File: src/rtl/ffva_pkg.sv
// Shared types and constants for the first-fit allocator.
`timescale 1ns / 1ps
`default_nettype none
package ffva_pkg;
  localparam int HEAP_DEPTH = 1024;
  localparam int WORD_BYTES = 8;
  localparam int ADDR_W = $clog2(HEAP_DEPTH);
  localparam int SIZE_W = $clog2(HEAP_DEPTH + 1);
  localparam int HDR_W = SIZE_W + 1;
  localparam int WB_SHIFT = $clog2(WORD_BYTES);
  localparam int CFG_W = 11;
  localparam int REQ_W = 2;
  localparam int BYTES_W = 14;
  localparam int OFF_W = 13;
  localparam int ST_W = 2;
  localparam int NEED_W = BYTES_W + 1 - WB_SHIFT;
  localparam int LIM_W = NEED_W + 1;
  localparam int HEAD_W = OFF_W - WB_SHIFT;

  typedef enum logic [REQ_W-1:0] {REQ_ALLOC, REQ_FREE, REQ_LARGEST, REQ_REINIT} req_t;
  typedef enum logic [ST_W-1:0] {ST_OK, ST_NO_SPACE, ST_IGNORED} status_t;
  typedef enum logic [3:0] {
    S_INIT, S_IDLE, S_LOOP, S_EVCUR, S_WRSPLIT, S_WRCUR, S_EVNXT, S_REINIT, S_EMIT
  } state_t;
  typedef enum logic [2:0] {
    WR_NONE, WR_INIT, WR_CFG, WR_SPLIT, WR_TAKE, WR_ALLOC, WR_FREE, WR_MERGE
  } wr_t;
  typedef enum logic [1:0] {CUR_HOLD, CUR_ADD_RD, CUR_ADD_SZ} cur_t;
  typedef enum logic [1:0] {BEST_HOLD, BEST_RD, BEST_SZ} best_t;

  typedef struct packed {
    logic    load;
    logic    cfg;
    logic    cap;
    logic    rd_nxt;
    wr_t     wr;
    cur_t    cur;
    best_t   best;
    logic    set_st;
    status_t st;
    logic    set_off;
    logic    emit;
  } cmd_t;

  typedef struct packed {
    req_t op;
    logic go;
    logic at_head;
    logic past_head;
    logic rd_tk;
    logic rd_zero;
    logic rd_over;
    logic fit;
    logic split;
    logic nxt_end;
  } stat_t;
endpackage
`default_nettype wire

File: src/rtl/ffva_ctrl.sv
// Controller state machine sequencing header walks.
`timescale 1ns / 1ps
`default_nettype none
module ffva_ctrl (
  input  wire logic            clk,
  input  wire logic            rst_n,
  input  wire logic            start,
  input  wire ffva_pkg::req_t  req,
  input  wire logic            cfg_we,
  input  wire ffva_pkg::stat_t stat,
  output ffva_pkg::cmd_t       cmd,
  output logic                 busy
);
  ffva_pkg::state_t state_r, state_nxt;

  function automatic ffva_pkg::status_t fail_st(input ffva_pkg::req_t op);
    ffva_pkg::status_t s;
    case (op)
      ffva_pkg::REQ_ALLOC: s = ffva_pkg::ST_NO_SPACE;
      ffva_pkg::REQ_FREE:  s = ffva_pkg::ST_IGNORED;
      default:             s = ffva_pkg::ST_OK;
    endcase
    return s;
  endfunction

  always_ff @(posedge clk) begin
    if (!rst_n) begin
      state_r <= ffva_pkg::S_INIT;
    end else begin
      state_r <= state_nxt;
    end
  end

  always_comb begin
    state_nxt = state_r;
    case (state_r)
      ffva_pkg::S_INIT:    state_nxt = ffva_pkg::S_IDLE;
      ffva_pkg::S_IDLE: begin
        if (start) begin
          state_nxt = (req == ffva_pkg::REQ_REINIT) ? ffva_pkg::S_REINIT : ffva_pkg::S_LOOP;
        end
      end
      ffva_pkg::S_REINIT:  state_nxt = ffva_pkg::S_EMIT;
      ffva_pkg::S_LOOP:    state_nxt = stat.go ? ffva_pkg::S_EVCUR : ffva_pkg::S_EMIT;
      ffva_pkg::S_EVCUR: begin
        if (stat.op == ffva_pkg::REQ_FREE) begin
          if (stat.at_head || stat.rd_zero || stat.past_head) begin
            state_nxt = ffva_pkg::S_EMIT;
          end else begin
            state_nxt = ffva_pkg::S_LOOP;
          end
        end else if (stat.rd_zero || stat.rd_over) begin
          state_nxt = ffva_pkg::S_EMIT;
        end else if (stat.rd_tk) begin
          state_nxt = ffva_pkg::S_LOOP;
        end else if (stat.op == ffva_pkg::REQ_ALLOC && stat.fit) begin
          state_nxt = stat.split ? ffva_pkg::S_WRSPLIT : ffva_pkg::S_EMIT;
        end else if (stat.nxt_end) begin
          state_nxt = (stat.op == ffva_pkg::REQ_ALLOC) ? ffva_pkg::S_EMIT : ffva_pkg::S_LOOP;
        end else begin
          state_nxt = ffva_pkg::S_EVNXT;
        end
      end
      ffva_pkg::S_WRSPLIT: state_nxt = ffva_pkg::S_WRCUR;
      ffva_pkg::S_WRCUR:   state_nxt = ffva_pkg::S_EMIT;
      ffva_pkg::S_EVNXT:   state_nxt = ffva_pkg::S_LOOP;
      ffva_pkg::S_EMIT:    state_nxt = ffva_pkg::S_IDLE;
      default:             state_nxt = ffva_pkg::S_INIT;
    endcase
  end

  always_comb begin
    cmd = '0;
    case (state_r)
      ffva_pkg::S_INIT: cmd.wr = ffva_pkg::WR_INIT;
      ffva_pkg::S_IDLE: begin
        cmd.load = start;
        cmd.cfg  = cfg_we;
        cmd.wr   = cfg_we ? ffva_pkg::WR_CFG : ffva_pkg::WR_NONE;
      end
      ffva_pkg::S_REINIT: begin
        cmd.wr     = ffva_pkg::WR_INIT;
        cmd.set_st = 1'b1;
        cmd.st     = ffva_pkg::ST_OK;
      end
      ffva_pkg::S_LOOP: begin
        if (!stat.go) begin
          cmd.set_st = 1'b1;
          cmd.st     = fail_st(stat.op);
        end
      end
      ffva_pkg::S_EVCUR: begin
        cmd.cap = 1'b1;
        if (stat.op == ffva_pkg::REQ_FREE) begin
          if (stat.at_head) begin
            cmd.set_st = 1'b1;
            if (stat.rd_tk) begin
              cmd.wr = ffva_pkg::WR_FREE;
              cmd.st = ffva_pkg::ST_OK;
            end else begin
              cmd.st = ffva_pkg::ST_IGNORED;
            end
          end else if (stat.rd_zero || stat.past_head) begin
            cmd.set_st = 1'b1;
            cmd.st     = ffva_pkg::ST_IGNORED;
          end else begin
            cmd.cur = ffva_pkg::CUR_ADD_RD;
          end
        end else if (stat.rd_zero || stat.rd_over) begin
          cmd.set_st = 1'b1;
          cmd.st     = fail_st(stat.op);
        end else if (stat.rd_tk) begin
          cmd.cur = ffva_pkg::CUR_ADD_RD;
        end else if (stat.op == ffva_pkg::REQ_ALLOC && stat.fit) begin
          if (!stat.split) begin
            cmd.wr      = ffva_pkg::WR_TAKE;
            cmd.set_st  = 1'b1;
            cmd.st      = ffva_pkg::ST_OK;
            cmd.set_off = 1'b1;
          end
        end else if (stat.nxt_end) begin
          if (stat.op == ffva_pkg::REQ_ALLOC) begin
            cmd.set_st = 1'b1;
            cmd.st     = ffva_pkg::ST_NO_SPACE;
          end else begin
            cmd.best = ffva_pkg::BEST_RD;
            cmd.cur  = ffva_pkg::CUR_ADD_RD;
          end
        end else begin
          cmd.rd_nxt = 1'b1;
        end
      end
      ffva_pkg::S_WRSPLIT: cmd.wr = ffva_pkg::WR_SPLIT;
      ffva_pkg::S_WRCUR: begin
        cmd.wr      = ffva_pkg::WR_ALLOC;
        cmd.set_st  = 1'b1;
        cmd.st      = ffva_pkg::ST_OK;
        cmd.set_off = 1'b1;
      end
      ffva_pkg::S_EVNXT: begin
        if (stat.rd_tk) begin
          cmd.cur  = ffva_pkg::CUR_ADD_SZ;
          cmd.best = (stat.op == ffva_pkg::REQ_LARGEST) ? ffva_pkg::BEST_SZ
                                                        : ffva_pkg::BEST_HOLD;
        end else begin
          cmd.wr = ffva_pkg::WR_MERGE;
        end
      end
      ffva_pkg::S_EMIT: cmd.emit = 1'b1;
      default: cmd = '0;
    endcase
  end

  assign busy = (state_r != ffva_pkg::S_IDLE);
endmodule
`default_nettype wire

File: config.mk
export PLATFORM = sky130hd
export DESIGN_NAME = ffva_ctrl
export DESIGN_NICKNAME = d
export VERILOG_FILES = /design/src/rtl/ffva_pkg.sv /design/src/rtl/ffva_ctrl.sv
export SDC_FILE = /design/constraint.sdc
export NUM_CORES = 1
export LEC_CHECK = 0
export BUFFER_PORTS_ARGS = -buffer_cell sky130_fd_sc_hd__buf_2
export CAP_MARGIN = 10
export CORE_MARGIN = 8
export CORE_UTILIZATION = 43
export CTS_CLUSTER_SIZE = 30
export DETAILED_ROUTE_END_ITERATION = 10
export PLACE_DENSITY = 0.77
export SYNTH_ARGS = -nofsm -noshare
export SYNTH_HDL_FRONTEND = slang
export SYNTH_SLANG_ARGS = --single-unit
File: constraint.sdc
create_clock -name clk -period 3.2 [get_ports clk]
set_input_delay 0.96 -clock clk [delete_from_list [all_inputs] [get_ports clk]]
set_output_delay 0.96 -clock clk [all_outputs]
set_load 0.1 [all_outputs]
# Word level (Yosys, flattened, before mapping)
# Index checks and enable logic that the tools add are counted.
[word_totals]
wordCells = 93
reg_bits = 4
inputBits = 17
out_inout_bits = 17
[classes]
n_reduce_logical = 10
mux = 69
n_eq_ne = 13
[op_table]
columns = ["cell", "count"]
rows = [
  ["$mux 4", 23],
  ["$mux 3", 14],
  ["$mux 7", 6],
  ["$pmux 4 s7", 1],
  ["$pmux 3 s6", 1],
  ["$eq 4x3->1 const B", 4],
  ["$mux 2", 7],
  ["$mux 1", 10],
  ["$pmux 3 s3", 1],
  ["$eq 4x2->1 const B", 2],
  ["$mux 8", 1],
  ["$pmux 4 s2", 1],
  ["$mux 6", 1],
  ["$reduce_or 2->1", 3],
  ["$mux 5", 1],
  ["$eq 2x2->1 const B", 2],
  ["$eq 4x1->1 const B", 1],
  ["$eq 4x4->1 const B", 1],
  ["$logic_not 4->1", 1],
  ["$logic_or 1x1->1", 4],
  ["$ne 4x1->1 const B", 1],
  ["$pmux 2 s2", 1],
  ["$eq 2x1->1 const B", 1],
  ["$logic_not 2->1", 1],
  ["3 further kinds", 3],
]

# Depth between registers and ports, before layout
[depth]
word_depth = 17
depth_mapped = 6
ltp_nobuf = 6

# Worst setup path after synthesis
# OpenSTA, ideal clock, no wires.
[synth_path]
kind = "input -> output"
start = "input port stat[8] (netlist name)"
end = "output port cmd[2] (netlist name)"
stages = 3
required_time_ns = 2.240
n_path_buf = 0
setup_slack_ns = -1.734
t_arrival_ns = 3.974
path_cell_list = "nand2b_1 > nand3b_1 > nor4_1"
[synth_rtl]
columns = ["element", "line", "rtl"]
rows = [
  ["from (decl)", "ffva_ctrl.sv:10", "input wire ffva_pkg::stat_t stat,"],
  ["to (decl)", "ffva_ctrl.sv:11", "output ffva_pkg::cmd_t cmd,"],
]

==> impl_metrics.py <==
metrics = {
    "grt": {
        "track_usage": 0.162,
        "grt_antenna_before_repair": 0,
        "grt_max_degree": 16,
        "grt_overflow": 0,
        "first_global_vias": 849,
        "grt_pass1_wl_um": 3680,
    },
    "hold_path": {
        "hp-class": "reg -> reg",
        "min_path_cells": 2,
        "whs_endpoint": "state_r[1]",
        "min_from": "state_r[1]",
    },
    "clock_network": {
        "clk_latency_ns": 0.24,
        "cts-root-buf": "clkbuf_4",
        "holdBufCountCts": 0,
        "cts.sinks": 4,
        "cts_buffers": 3,
        "clk_path_buf_depth": 2,
        "clkTransAtPathRegs_ns": 0.04,
        "cts_setup_buffers": 0,
        "cts_resized": 0,
        "htreeDepth": 1,
        "cts_tree": "built",
    },
    "cells_and_area": {
        "final_common_cell": "buf_2",
        "multiInputGateArea_sq_um": 597,
        "top_register": "state_r",
        "seq_area_sq_um": 81.3,
        "largest_register_ffs": 4,
        "synthToLayoutAreaGrowth_pct": 70.7,
        "drive_above_1_share": 0.493,
        "final_cells": 150,
        "largestRegisters": "state_r (4)",
        "fill_cells": 113,
        "final_core_util": 0.755,
        "nets": 153,
        "mostFrequentLayoutCells": "buf_2 (24), nand2_1 (12), nor2_1 (10)",
        "diodes": 0,
    },
    "job": {
        "maxCapViolCount": 0,
    },
    "placement": {
        "numPortBuffers": 33,
        "dp_cells": 147,
        "dp_hpwl_um": 1990,
        "gp_congestion": 0.902,
    },
    "worst_setup_path": {
        "r2r_end": "state_r[2]",
        "cp.arrival_ns": 2.21,
        "cp_max_fo": 6,
        "worst_setup_path_start_kind": "primary input",
        "path_class": "in -> out",
        "timing.reg2reg.setup_slack_ns": 1.30,
        "ff2ff_path_depth": 6,
        "end_kind": "output pin",
        "cp.required_ns": 2.24,
        "r2r_start": "state_r[3]",
    },
    "synth": {
        "yosys.area.top_type_share": 0.126,
        "synth.cell_area_sq_um": 636,
        "synthSimpleGateAreaFrac": 0.510,
        "synth_edf_count": 0,
        "synth_cells": 96,
        "synth.area.mux_share": 0,
        "synth_xor_area_frac": 0,
        "yosysTopAreaCell": "dfxtp_1",
        "synth_compound_area_frac": 0.311,
        "ys_ff_latch": 4,
        "synth-adder-area-share": 0,
        "synth_top_family_by_area": "simple AND/OR/NAND/NOR gates",
        "async_flop_share": 0,
        "yosysWarnings": 0,
        "seq_area_frac_synth": 0.126,
        "synthTopCellsByArea": "dfxtp_1 (13%), nand2_1 (7.7%), nor2b_1 (6.9%)",
        "synth-main-ff-cell": "dfxtp_1",
        "syn_area_per_cell_sq_um": 6.62,
        "synth_cell_type_count": 37,
        "syn_nets": 113,
    },
    "power_and_ir_drop": {
        "switching_share": 0.537,
        "leakage_nw": 0.495,
        "intPower_w": 0.000170,
        "ir_drop_v": 0.000284,
        "comb_power_share": 0.654,
        "p_per_area_nw_per_um2": 338,
        "seq_power_share": 0.174,
        "clkPwrFrac": 0.173,
        "switching_power_w": 0.000197,
    },
    "drt": {
        "wl_per_cell_um": 15.8,
        "via_per_inst": 5.91,
        "dr.first_iter.drc_count": 18,
        "vias": 886,
        "wl_um": 2370,
        "drtPass1Iterations": 4,
        "drc": 0,
        "final_antenna_net_count": 0,
    },
    "floorplanning": {
        "io_pins": 34,
        "core_sq_um": 1440,
        "die_area_sq_um": 2960,
        "rows": 14,
        "die_h_um": 54.4,
        "die_x_um": 54.4,
        "initial_core_util": 0.443,
    },
    "timing": {
        "hold_violations": 0,
        "fmax_mhz": 316,
        "tightest_slew_ns": 0.490,
        "finalCritPeriodShare": 0.989,
        "fin_crit_ns": 3.17,
        "setup_viol": 0,
        "rsz0062_at_grt": "false",
        "maxSlewViolCount": 0,
        "finalClockSkew_ns": 0.00940,
        "relSlewSlack": 0.675,
    },
    "run_status": {
        "status": "finished clean",
    },
}
-- layer usage --
layer  vias to the layer above  routed length (um)  track usage
li1                        425                   -            -
met2                        37                1280        0.321
met1                       422                 895        0.171
met5                         -                   0            0
met4                         0                  19       0.0533
met3                         2                 177       0.0163
-- kinds of logic (layout without fill, tap and decap cells) --
| family | count (synthesis) | in the layout |
|---|---|---|
| AOI/OAI and AO/OA | 27 | 27 |
| and+or+nand+nor | 58 | 58 |
| DFF | 4 | 4 |
| buffers and inverters | 7 | 45 |
-- layout make-up --
class,count,share of cell area
inverters,2,0.0104
well taps,16,0.0185
repair buffers,40,0.325
flip-flops and latches,4,0.0750
multi-input cells,85,0.550
clock buffers,3,0.0208
-- through the flow --
stage / hold slack (ns) / setup TNS (ns) / cell area, sq um / total power [W] / setup WS, ns
6_report: 0.619 / 0 / 1080 / 0.000367 / 0.0343
5_1_grt: 0.659 / 0 / 1080 / 0.000384 / 0.00544
4_1_cts: 0.649 / 0 / 1080 / 0.000368 / 0.0410
3_5_place_dp: 0.644 / 0 / 1060 / 0.000303 / 0.0422
3_3_place_gp: 0.614 / 0 / 1060 / 0.000298 / 0.0743
2_1_floorplan: 0.691 / -0.238 / 712 / 0.000236 / -0.229
-- worst max path at each step --
stage | endpoint | cells after the start | start | slack (ns)
floorplan | cmd[3] | 3 | stat[10] | -0.23
global placement | cmd[4] | 5 | stat[10] | 0.07
detailed placement | cmd[4] | 5 | stat[10] | 0.04
CTS | cmd[4] | 5 | stat[10] | 0.04
global route | cmd[11] | 6 | stat[9] | 0.005
finish | cmd[4] | 5 | stat[10] | 0.03
-- cells in the mapped netlist, types with 2 or more instances --
cell	number
and2_1	2
a21oi_1	8
or2_2	2
o311ai_0	2
and3_1	4
or3_1	3
a21boi_0	2
nand2b_1	3
clkbuf_1	4
nor2b_1	7
nor2_1	11
nor3_1	3
nand2_1	13
or4b_2	2
inv_1	2
o21ai_0	4
dfxtp_1	4
-- worst max-delay path, cell delays in order --
cell and delay (ns):
buf_2 0.14, nand2b_4 0.15, or4_4 0.46, a41o_2 0.32
buf_12 0.17
-- power by group through the flow --
| stage | clock, W | sequential [W] | combinational [W] |
|---|---|---|---|
| 2_1_floorplan | 0 | 0.0000585 | 0.000177 |
| 3_3_place_gp | 0 | 0.0000633 | 0.000235 |
| 3_5_place_dp | 0 | 0.0000640 | 0.000239 |
| 4_1_cts | 0.0000652 | 0.0000633 | 0.000240 |
| 5_1_grt | 0.0000668 | 0.0000648 | 0.000252 |
| 6_report | 0.0000633 | 0.0000638 | 0.000240 |
Power figures use the tool's default switching activity.
