--- src/rtl/ffva_ram.sv ---
// Generic single-write, single-read RAM with registered read data.
`timescale 1ns / 1ps
`default_nettype none
module ffva_ram #(
  parameter int W = 8,
  parameter int D = 16
) (
  input  wire logic                 clk,
  input  wire logic                 we,
  input  wire logic [$clog2(D)-1:0] waddr,
  input  wire logic [W-1:0]         wdata,
  input  wire logic [$clog2(D)-1:0] raddr,
  output logic      [W-1:0]         rdata
);
  logic [W-1:0] mem [D];

  always_ff @(posedge clk) begin
    if (we) begin
      mem[waddr] <= wdata;
    end
    rdata <= mem[raddr];
  end
endmodule
`default_nettype wire

--- config.mk ---
export PLATFORM = sky130hd
export DESIGN_NAME = ffva_ram
export DESIGN_NICKNAME = d
export VERILOG_FILES = /design/src/rtl/ffva_ram.sv
export SDC_FILE = /design/constraint.sdc
export NUM_CORES = 1
export LEC_CHECK = 0
export ABC_AREA = 1
export BUFFER_PORTS_ARGS = -buffer_cell sky130_fd_sc_hd__buf_2
export CAP_MARGIN = 30
export CELL_PAD_IN_SITES_DETAIL_PLACEMENT = 0
export CELL_PAD_IN_SITES_GLOBAL_PLACEMENT = 1
export CORE_AREA = 10 10 136 138
export DETAILED_ROUTE_END_ITERATION = 8
export DIE_AREA = 0 0 146 148
export PLACE_DENSITY_LB_ADDON = 0.08
export SLEW_MARGIN = 10
export SYNTH_ARGS = -nofsm -noshare
export SYNTH_HDL_FRONTEND = slang
export SYNTH_SLANG_ARGS = --single-unit
export TNS_END_PERCENT = 10
--- constraint.sdc ---
create_clock -name clk -period 2.7 [get_ports clk]
set_input_delay 0.135 -clock clk [delete_from_list [all_inputs] [get_ports clk]]
set_output_delay 0.135 -clock clk [all_outputs]
set_load 0.02 [all_outputs]
# ---- Word-level counts from Yosys, hierarchy flattened
# Memory sizes are Yosys's and may differ from the RTL's. A register that Yosys moved wholly into a read port is not among the register bits.
# Index checks and enable logic that the tools add are counted.
dict set report totals {
  memories 1
  in_bits 18
  ff_bits 0
  out_inout_bits 8
  ramBits 128
}
dict set report op_classes {
  mux 2
}
# memory depth word_bits rd rd_clocked_by_memory_dff write_ports line
set memory_table {}
lappend memory_table {mem 16 8 1 1 1 15} ;# logic [W-1:0] mem [D];
# op n
set ops {}
lappend ops {{two-way mux 1 bit} 2}

# ---- Longest topological paths before layout
# Gate-level depths: netlist (run 1).
dict set report logic_depth {
  word_depth 2
  ltp_mapped 8
  depth_no_buf 7
}

# ---- Worst setup path after synthesis (run 1)
# Ideal clock, no wire load.
dict set report synth_timing {
  kind {input-to-reg}
  startpoint {input waddr[2]}
  endpoint {memory mem[10][0], enable pin}
  arrival_time_ps 716
  setup_ps 370
  n_path_buf 0
  stages 2
  path_slack_ps 1614
  cell_sequence {nand3b_1 nor2_1}
}
# item line
set synth_lines {}
lappend synth_lines {{start, declared} 10} ;# input wire logic [$clog2(D)-1:0] waddr,
lappend synth_lines {{end, declared} 15}
# Straight into the memory's write port.

==> impl_metrics.tcl, run 1 <==
set metrics [dict create \
    min_path_type "input port to register" \
    clock_latency_ns 0.41 \
    async_flop_share 0 \
    post-route-util 0.419 \
    io_pins 26 \
    vias_per_cell 4.49 \
    gr-total-overflow 0 \
    clkTransAtPathRegs_ns 0.05 \
    setup_viol 0 \
    cts_tree "built" \
    drive_gt1_frac 0.101 \
    initial_core_util 0.367 \
    dp.cells 780 \
    finalPower_mw 4.62 \
    synth_common_cells "173 x nand2_1, 128 x edfxtp_1, 100 x inv_1, 97 x nand3_1, 17 x nor2_1" \
    reg2reg_from "mem[11][4]" \
    wl_um 14200 \
    p_clk_frac 0.421 \
    vias 3646 \
    p_per_area_nw_per_um2 701 \
    ctsHoldBuffers 0 \
    cp.required_ns 3.00 \
    die_h_um 148 \
    cts_buffers 17 \
    core_um2 15700 \
    yosysMostFrequentCell "nand2_1" \
    synth_flop_cell "edfxtp_1" \
    cts_sinks 136 \
    placed_area_um2 6100 \
    synthTopCellsByArea "edfxtp_1 67%, nand2_1 11%, nand3_1 8.4%" \
    r2r_cells 6 \
    layout_setup_ws_ns 1.52 \
    nets 602 \
    synth-warning-count 0 \
    drv_cap 0 \
    clockBufferDepth 2 \
    row_count 46 \
    register_area_um2 4000 \
    yosys.area.top_type_share 0.667 \
    synthesis.nets 569 \
    synthCells 551 \
    synth_area_leader_cell "edfxtp_1" \
    grt_setup_unrepaired "false" \
    crit_type "input port to register" \
    wl_per_cell_um 17.5 \
    p_sw_frac 0.223 \
    grt_pass1_vias 3469 \
    worstPathArrival_ns 1.48 \
    ir_drop_uv 350 \
    crit_end "rdata[4]" \
    fin_area_um2 6590 \
    avgSynthCellArea_um2 10.5 \
    synth_cell_type_count 12 \
    final_cell_count_no_fill 812 \
    place.gp.congestion 0.729 \
    fin_skew_ns 0.00682 \
    rrSetupSlack_ns 1.68 \
    power.internal_mw 3.59 \
    grt_pass1_wl_um 21800 \
    post_cts_buffers 0 \
    start_kind "input port" \
    cp-end-kind "register" \
    antenna_cells 0 \
    critPathLaunch "raddr[0]" \
    status "complete, no violations" \
    port_buffers 25 \
    timing.hold.ws_ns 0.135 \
    maxSlewHeadroom 0.432 \
    period_share 0.437 \
    cts-root-buf "clkbuf_16" \
    p_seq_frac 0.514 \
    comb_power_share 0.065 \
    finalCriticalPeriod_ns 1.18 \
    fillers 1540 \
    cts_resized 0 \
    p_leak_nw 2.82 \
    synth-seq-cells 136 \
    slew_viol_final 0 \
    area_growth_pct 14.2 \
    fin_setup_tns_ns 0 \
    yosysSeqAreaShare 0.694 \
    antenna_found_initial 0 \
    dp_hpwl_um 8600 \
    synth_edf_count 128 \
    drt_drc_violations_left 0 \
    multiInputGateArea_um2 1210 \
    dieArea_um2 21600 \
    reg2reg_to "rdata[4]" \
    cp_max_fo 64 \
    fmax_mhz 847 \
    syn-cell-area_um2 5770 \
    ant_nets 0 \
    grt_use_total 0.135 \
    first_pass_iters 4 \
    drtIter0Drc 349 \
    p_sw_mw 1.03 \
    die_w_um 146 \
    max_slew.worst_pin.slew_ns 0.849 \
    hold_viol_final 0 \
    htree_levels 4 \
    grt_max_degree 65 \
    dp_slack_ns 1.03 \
]
-- cell type report --
cell class / count / area share
sequential: 136 / 0.608
multi-input combinational: 289 / 0.184
clock buffer: 24 / 0.0686
inverter: 102 / 0.0581
tap: 216 / 0.0410
timing repair buffer: 38 / 0.0357
clock inverter: 7 / 0.00456
-- how the worst min path moves through the flow --
stage,start,slack (ns),to,depth (start not counted)
floorplan,wdata[0],0.23,mem[0][0],0
global placement,rdata[2],0.56,rdata[2],1
detailed placement,rdata[2],0.56,rdata[2],1
CTS,raddr[3],0.12,rdata[7],3
global route,raddr[3],0.13,rdata[7],3
finish,raddr[3],0.13,rdata[3],3
-- power by group through the flow --
stage | clock (mW) | sequential, mW | combinational, mW
floorplan | 0 | 2.43 | 0.167
global placement | 0 | 2.42 | 0.306
detailed placement | 0 | 2.42 | 0.306
CTS | 1.99 | 2.37 | 0.307
global route | 2.09 | 2.38 | 0.338
finish | 1.95 | 2.37 | 0.300
-- worst max-delay path: stages --
cell	delay (ns)
buf_2	0.10
buf_4	0.57
nand2_1	0.12
nand3_1	0.14
nand3_1	0.09
nand3_1	0.18
nand2_1	0.06
-- metal layers --
metal  track usage  wire [µm]  vias to the layer above
li1              -          -                     1835
met1         0.192       7270                     1738
met2         0.199       6320                       62
met3        0.0293        466                       11
met4        0.0480        179                        0
met5             0          0                        -
-- kinds of logic (layout without fill, tap and decap cells) --
| family | after synthesis | after routing | synth area share |
|---|---|---|---|
| buf+inv | 126 | 171 | 0.0952 |
| flops | 136 | 136 | 0.694 |
| simple gates | 289 | 289 | 0.210 |
-- cell usage in the layout (no fill, tap or decap) --
cell type,Yosys,layout
clkinv_2,0,3
clkbuf_16,0,17
inv_1,100,100
edfxtp_1,128,128
nand3_1,97,97
nand2_1,173,173
inv_2,2,2
clkinv_1,0,4
dfxtp_1,8,8
nor2_1,17,17
buf_4,4,12
buf_2,13,25
clkbuf_1,0,7
buf_12,0,1
nand3b_1,2,2
-- state kept, by name, indices dropped and copies added, names as in the netlist --
register	cells
mem	128
rdata	8
No activity file was read; power rests on OpenSTA's default activity.
==> run 2, diff against run 1 <==
- clock period: 2.7 -> 1.1 ns (I/O delays scaled with it)
==> run 2 against run 1 <==
  * Sequential share of layout area is 2.2 points lower
  * Sequential power is 150% higher
  * Clock skew is 0.00086 ns lower
  * Critical path depth is 1 lower
  * Power grew to 2.5 times the previous value
  * First-iteration DRC count is 8.3% lower
  * Die area stayed put
  * Clock power grew to 2.6 times the previous value
  * Global-route usage is 0.72 points higher
  * Combinational power grew to 2.8 times the previous value
  * Hold slack worse by 0.069 ns
  * Clock-buffer cell count is 5 lower
  * Critical path type is now register to register
  * Largest cell class unchanged
  * Largest power group unchanged
  * Highest routed layer unchanged
==> impl_metrics.tcl, run 2 (synthesis gave the netlist of run 1 again) <==
set metrics [dict create \
    status "complete, no violations" \
    layout_commonest_cell "nand2_1" \
    largest_reg_flops 128 \
    period_share 0.969 \
    grt_setup_unrepaired "false" \
    p_per_area_nw_per_um2 1710 \
    drtIter0Drc 320 \
    row_count 46 \
    grt_use_total 0.143 \
    start_kind "register" \
    fin_skew_ns 0.00596 \
    fmax_mhz 938 \
    first_pass_iters 4 \
    clockBufferDepth 2 \
    worstPathArrival_ns 1.37 \
    wl_per_cell_um 17.8 \
    cts_tree "built" \
    drive_gt1_frac 0.142 \
    worstHoldStart "wdata[1]" \
    place.gp.congestion 0.775 \
    fin_area_um2 6830 \
    cts-root-buf "clkbuf_16" \
    vias_per_cell 4.55 \
    drt_drc_violations_left 0 \
    die_h_um 148 \
    wl_um 14700 \
    grt_pass1_vias 3876 \
    placed_area_um2 6290 \
    port_buffers 25 \
    slew_viol_final 0 \
    cts_buffers 17 \
    vias 3767 \
    cts_sinks 136 \
    core_um2 15700 \
    nets 618 \
    mostFrequentLayoutCells "173 x nand2_1, 128 x edfxtp_1, 100 x inv_1" \
    max_slew.worst_pin.slew_ns 0.434 \
    setup_viol 0 \
    cp.required_ns 1.40 \
    cp_max_fo 1 \
    dieArea_um2 21600 \
    clock_latency_ns 0.41 \
    grt_pass1_wl_um 23000 \
    maxSlewHeadroom 0.711 \
    layout_top_registers "mem: 128 flops, rdata: 8 flops" \
    critPathLaunch "mem[1][7]" \
    reg2reg_from "mem[1][7]" \
    cp-end-kind "register" \
    htree_levels 4 \
    hold_viol_final 0 \
    ir_drop_uv 935 \
    io_pins 26 \
    antenna_cells 0 \
    die_w_um 146 \
    post_cts_buffers 0 \
    p_leak_nw 2.96 \
    top_register "mem" \
    finalCriticalPeriod_ns 1.07 \
    min_path_type "input port to register" \
    crit_type "register to register" \
    drv_cap 0 \
    cts_resized 0 \
    dp_hpwl_um 9570 \
    area_growth_pct 18.5 \
    clkTransAtPathRegs_ns 0.06 \
    grt_max_degree 62 \
    dp.cells 797 \
    final_cell_count_no_fill 828 \
    initial_core_util 0.367 \
    ctsHoldBuffers 0 \
    antenna_found_initial 0 \
    finalPower_mw 11.7 \
    ant_nets 0 \
    gr-total-overflow 0 \
]
run 2: where the power goes:
part	switching [mW]	internal, mW
Combinational	0.572	0.254
Clock	2.00	3.04
Sequential	0.0320	5.80
Total	2.61	9.09
run 2: final timing paths:
kind | endpoint | slack [ns] | depth (start not counted)
setup / recovery | rdata[7] | 0.03 | 6
hold / removal | mem[2][1] | 0.07 | 1
setup reg to reg | rdata[7] | 0.03 | 6
hold reg to reg | rdata[3] | 0.69 | 6
run 2: routing by layer:
| metal | vias up | part of all wire | wire length (µm) | GRT usage |
|---|---|---|---|---|
| met5 | - | 0 | 0 | 0 |
| met4 | 0 | 0.011 | 167 | 0.0631 |
| met3 | 12 | 0.045 | 670 | 0.0308 |
| met2 | 89 | 0.46 | 6760 | 0.216 |
| met1 | 1799 | 0.48 | 7140 | 0.192 |
| li1 | 1867 | - | - | - |
run 2: critical path: stages, from the launching register on:
cell      delay [ns]
edfxtp_1        0.36
inv_1           0.06
nand2_1         0.05
nand3_1         0.11
nand3_1         0.17
nand3_2         0.15
nand2_1         0.06
run 2: cell type report:
type,count,area [µm²]
clock inverter,12,86.3
sequential,136,4000
clock buffer,19,433
inverter,102,383
tap,216,270
multi-input combinational,289,1240
fill,1504,8880
timing repair buffer,54,418
run 2: through the flow:
stage               setup WS (ns)   util  hold WS, ns  TNS (ns)
finish                     0.0343  0.435       0.0663         0
CTS                        0.0176  0.433       0.0587         0
global placement          -0.0813  0.400        0.478    -0.395
floorplan                  0.0942      -        0.154         0
global route              0.00669  0.435       0.0675         0
detailed placement        -0.0931  0.400        0.473    -0.485
==> run 3, diff against run 2 <==
- CORE_AREA: 10 10 136 138 -> 2 2 128 130
- DIE_AREA: 0 0 146 148 -> 0 0 130 132
==> run 3 against run 2 <==
  * Register-to-register slack gained 0.03 ns
  * Power is 3.4% higher
  * Via count down 1.2%
  * Clock skew is essentially flat
  * Wire length is 2.6% lower
  * Worst setup slack improved by 0.034 ns
  * Sequential power is essentially flat
  * Core utilization increased by 0.81 points
  * Largest cell class unchanged
==> impl_metrics.tcl, run 3 (synthesis gave the netlist of run 1 again) <==
set metrics [dict create \
    status "complete, no violations" \
    crit_type "register to register" \
    fin_area_um2 6960 \
    cts-root-buf "clkbuf_16" \
    layout_commonest_cell "nand2_1" \
    die_h_um 132 \
    wl_per_cell_um 17.2 \
    setup_viol 0 \
    dieArea_um2 17200 \
    io_pins 26 \
    final_cell_count_no_fill 836 \
    area_growth_pct 20.7 \
    fin_skew_ns 0.00569 \
    period_share 0.938 \
    grt_max_degree 30 \
    hold_viol_final 0 \
    fmax_mhz 969 \
    worstHoldPathCells 4 \
    clock_latency_ns 0.41 \
    first_pass_iters 4 \
    drv_cap 0 \
    nets 625 \
    vias_per_cell 4.45 \
    p_seq_frac 0.482 \
    htree_levels 4 \
    dp_slack_ns -0.0796 \
    finalCriticalPeriod_ns 1.03 \
    p_sw_mw 2.65 \
    fin_setup_tns_ns 0 \
    post-route-util 0.443 \
    drtIter0Drc 241 \
    worstPathArrival_ns 1.34 \
    slew_viol_final 0 \
    dp.cells 803 \
    port_buffers 25 \
    dp_hpwl_um 9130 \
    fillers 1497 \
    gr-total-overflow 0 \
    wl_um 14400 \
    power.internal_mw 9.44 \
    p_leak_nw 3.02 \
    mostFrequentLayoutCells "173 x nand2_1, 128 x edfxtp_1, 100 x inv_1" \
    cp.required_ns 1.40 \
    largest_reg_flops 128 \
    rrSetupSlack_ns 0.07 \
    drive_gt1_frac 0.148 \
    core_um2 15700 \
    layout_setup_ws_ns 0.0681 \
    grt_pass1_vias 3692 \
    start_kind "register" \
    r2r_cells 6 \
    grtUsageMet2 0.271 \
    p_clk_frac 0.447 \
    min_path_type "input port to register" \
    antenna_cells 0 \
    antenna_found_initial 0 \
    max_slew.worst_pin.slew_ns 0.432 \
    grt_setup_unrepaired "true" \
    cts_tree "built" \
    top_register "mem" \
    p_sw_frac 0.219 \
    vias 3722 \
    grt_busiest_layer "met2" \
    clockBufferDepth 2 \
    maxSlewHeadroom 0.712 \
    grt_util_met3 0.0402 \
    comb_power_share 0.070 \
    timing.hold.ws_ns 0.0425 \
    finalPower_mw 12.1 \
    met1_usage 0.268 \
    cp-end-kind "register" \
    place.gp.congestion 0.742 \
    clkTransAtPathRegs_ns 0.06 \
    drt_drc_violations_left 0 \
    initial_core_util 0.367 \
    row_count 46 \
    p_per_area_nw_per_um2 1740 \
    die_w_um 130 \
    grt_use_total 0.182 \
    layout_top_registers "mem: 128 flops, rdata: 8 flops" \
    placed_area_um2 6380 \
    cts_buffers 17 \
    cp_max_fo 1 \
    ant_nets 0 \
    ir_drop_uv 1020 \
    cts_sinks 136 \
    grt_pass1_wl_um 22300 \
]
==> run 3: cell count changes in the layout (fill, tap and decap cells not counted) <==
cell and change:
clkbuf_1 +2, nand3_2 -3, clkbuf_8 +1, bufinv_16 +1, buf_4 +2, clkinvlp_4 -1, dlygate4sd3_1 +1, clkinv_2 +1
nand3_1 +3, buf_12 +4, clkinv_1 -3
==> run 3: routing by layer <==
layer | up-vias | share of wire
met5 | - | 0
met4 | 0 | 0.0097
met3 | 10 | 0.037
met2 | 66 | 0.45
met1 | 1764 | 0.51
li1 | 1882 | -
==> run 3: power groups by stage <==
stage                     logic, mW  clock network, mW  registers (mW)
after global routing          0.956               5.76            5.84
after detailed placement      0.870                  0            5.94
after global placement        0.867                  0            5.94
after floorplan               0.409                  0            5.97
final                         0.852               5.41            5.83
after CTS                     0.875               5.51            5.84
==> run 3: final timing paths <==
path                                 end       start
worst min register to register  rdata[4]  mem[14][4]
worst min-delay path            rdata[2]    raddr[2]
worst max register to register  rdata[5]   mem[9][5]
worst max-delay path            rdata[5]   mem[9][5]
==> run 3: timing repair <==
item,CTS,global route
gates resized for setup,0,2
setup buffers,0,0
hold buffers,1,0
hold endpoints to repair,3,0
setup endpoints to repair,0,3
==> run 3: final cells by class <==
cell class / count / area, µm² / share of cell area
clock buffer: 22 / 454 / 0.0653
clock inverter: 10 / 103 / 0.0147
inverter: 102 / 383 / 0.0550
multi-input combinational: 289 / 1220 / 0.176
sequential: 136 / 4000 / 0.575
tap: 216 / 270 / 0.0388
timing repair buffer: 61 / 523 / 0.0751
==> run 3: critical path, stage by stage (launching register included) <==
cell and delay [ns]:
edfxtp_1 0.36, inv_1 0.06, nand2_1 0.04, nand3_1 0.07, nand3_1 0.15, nand3_1 0.17, nand2_1 0.07
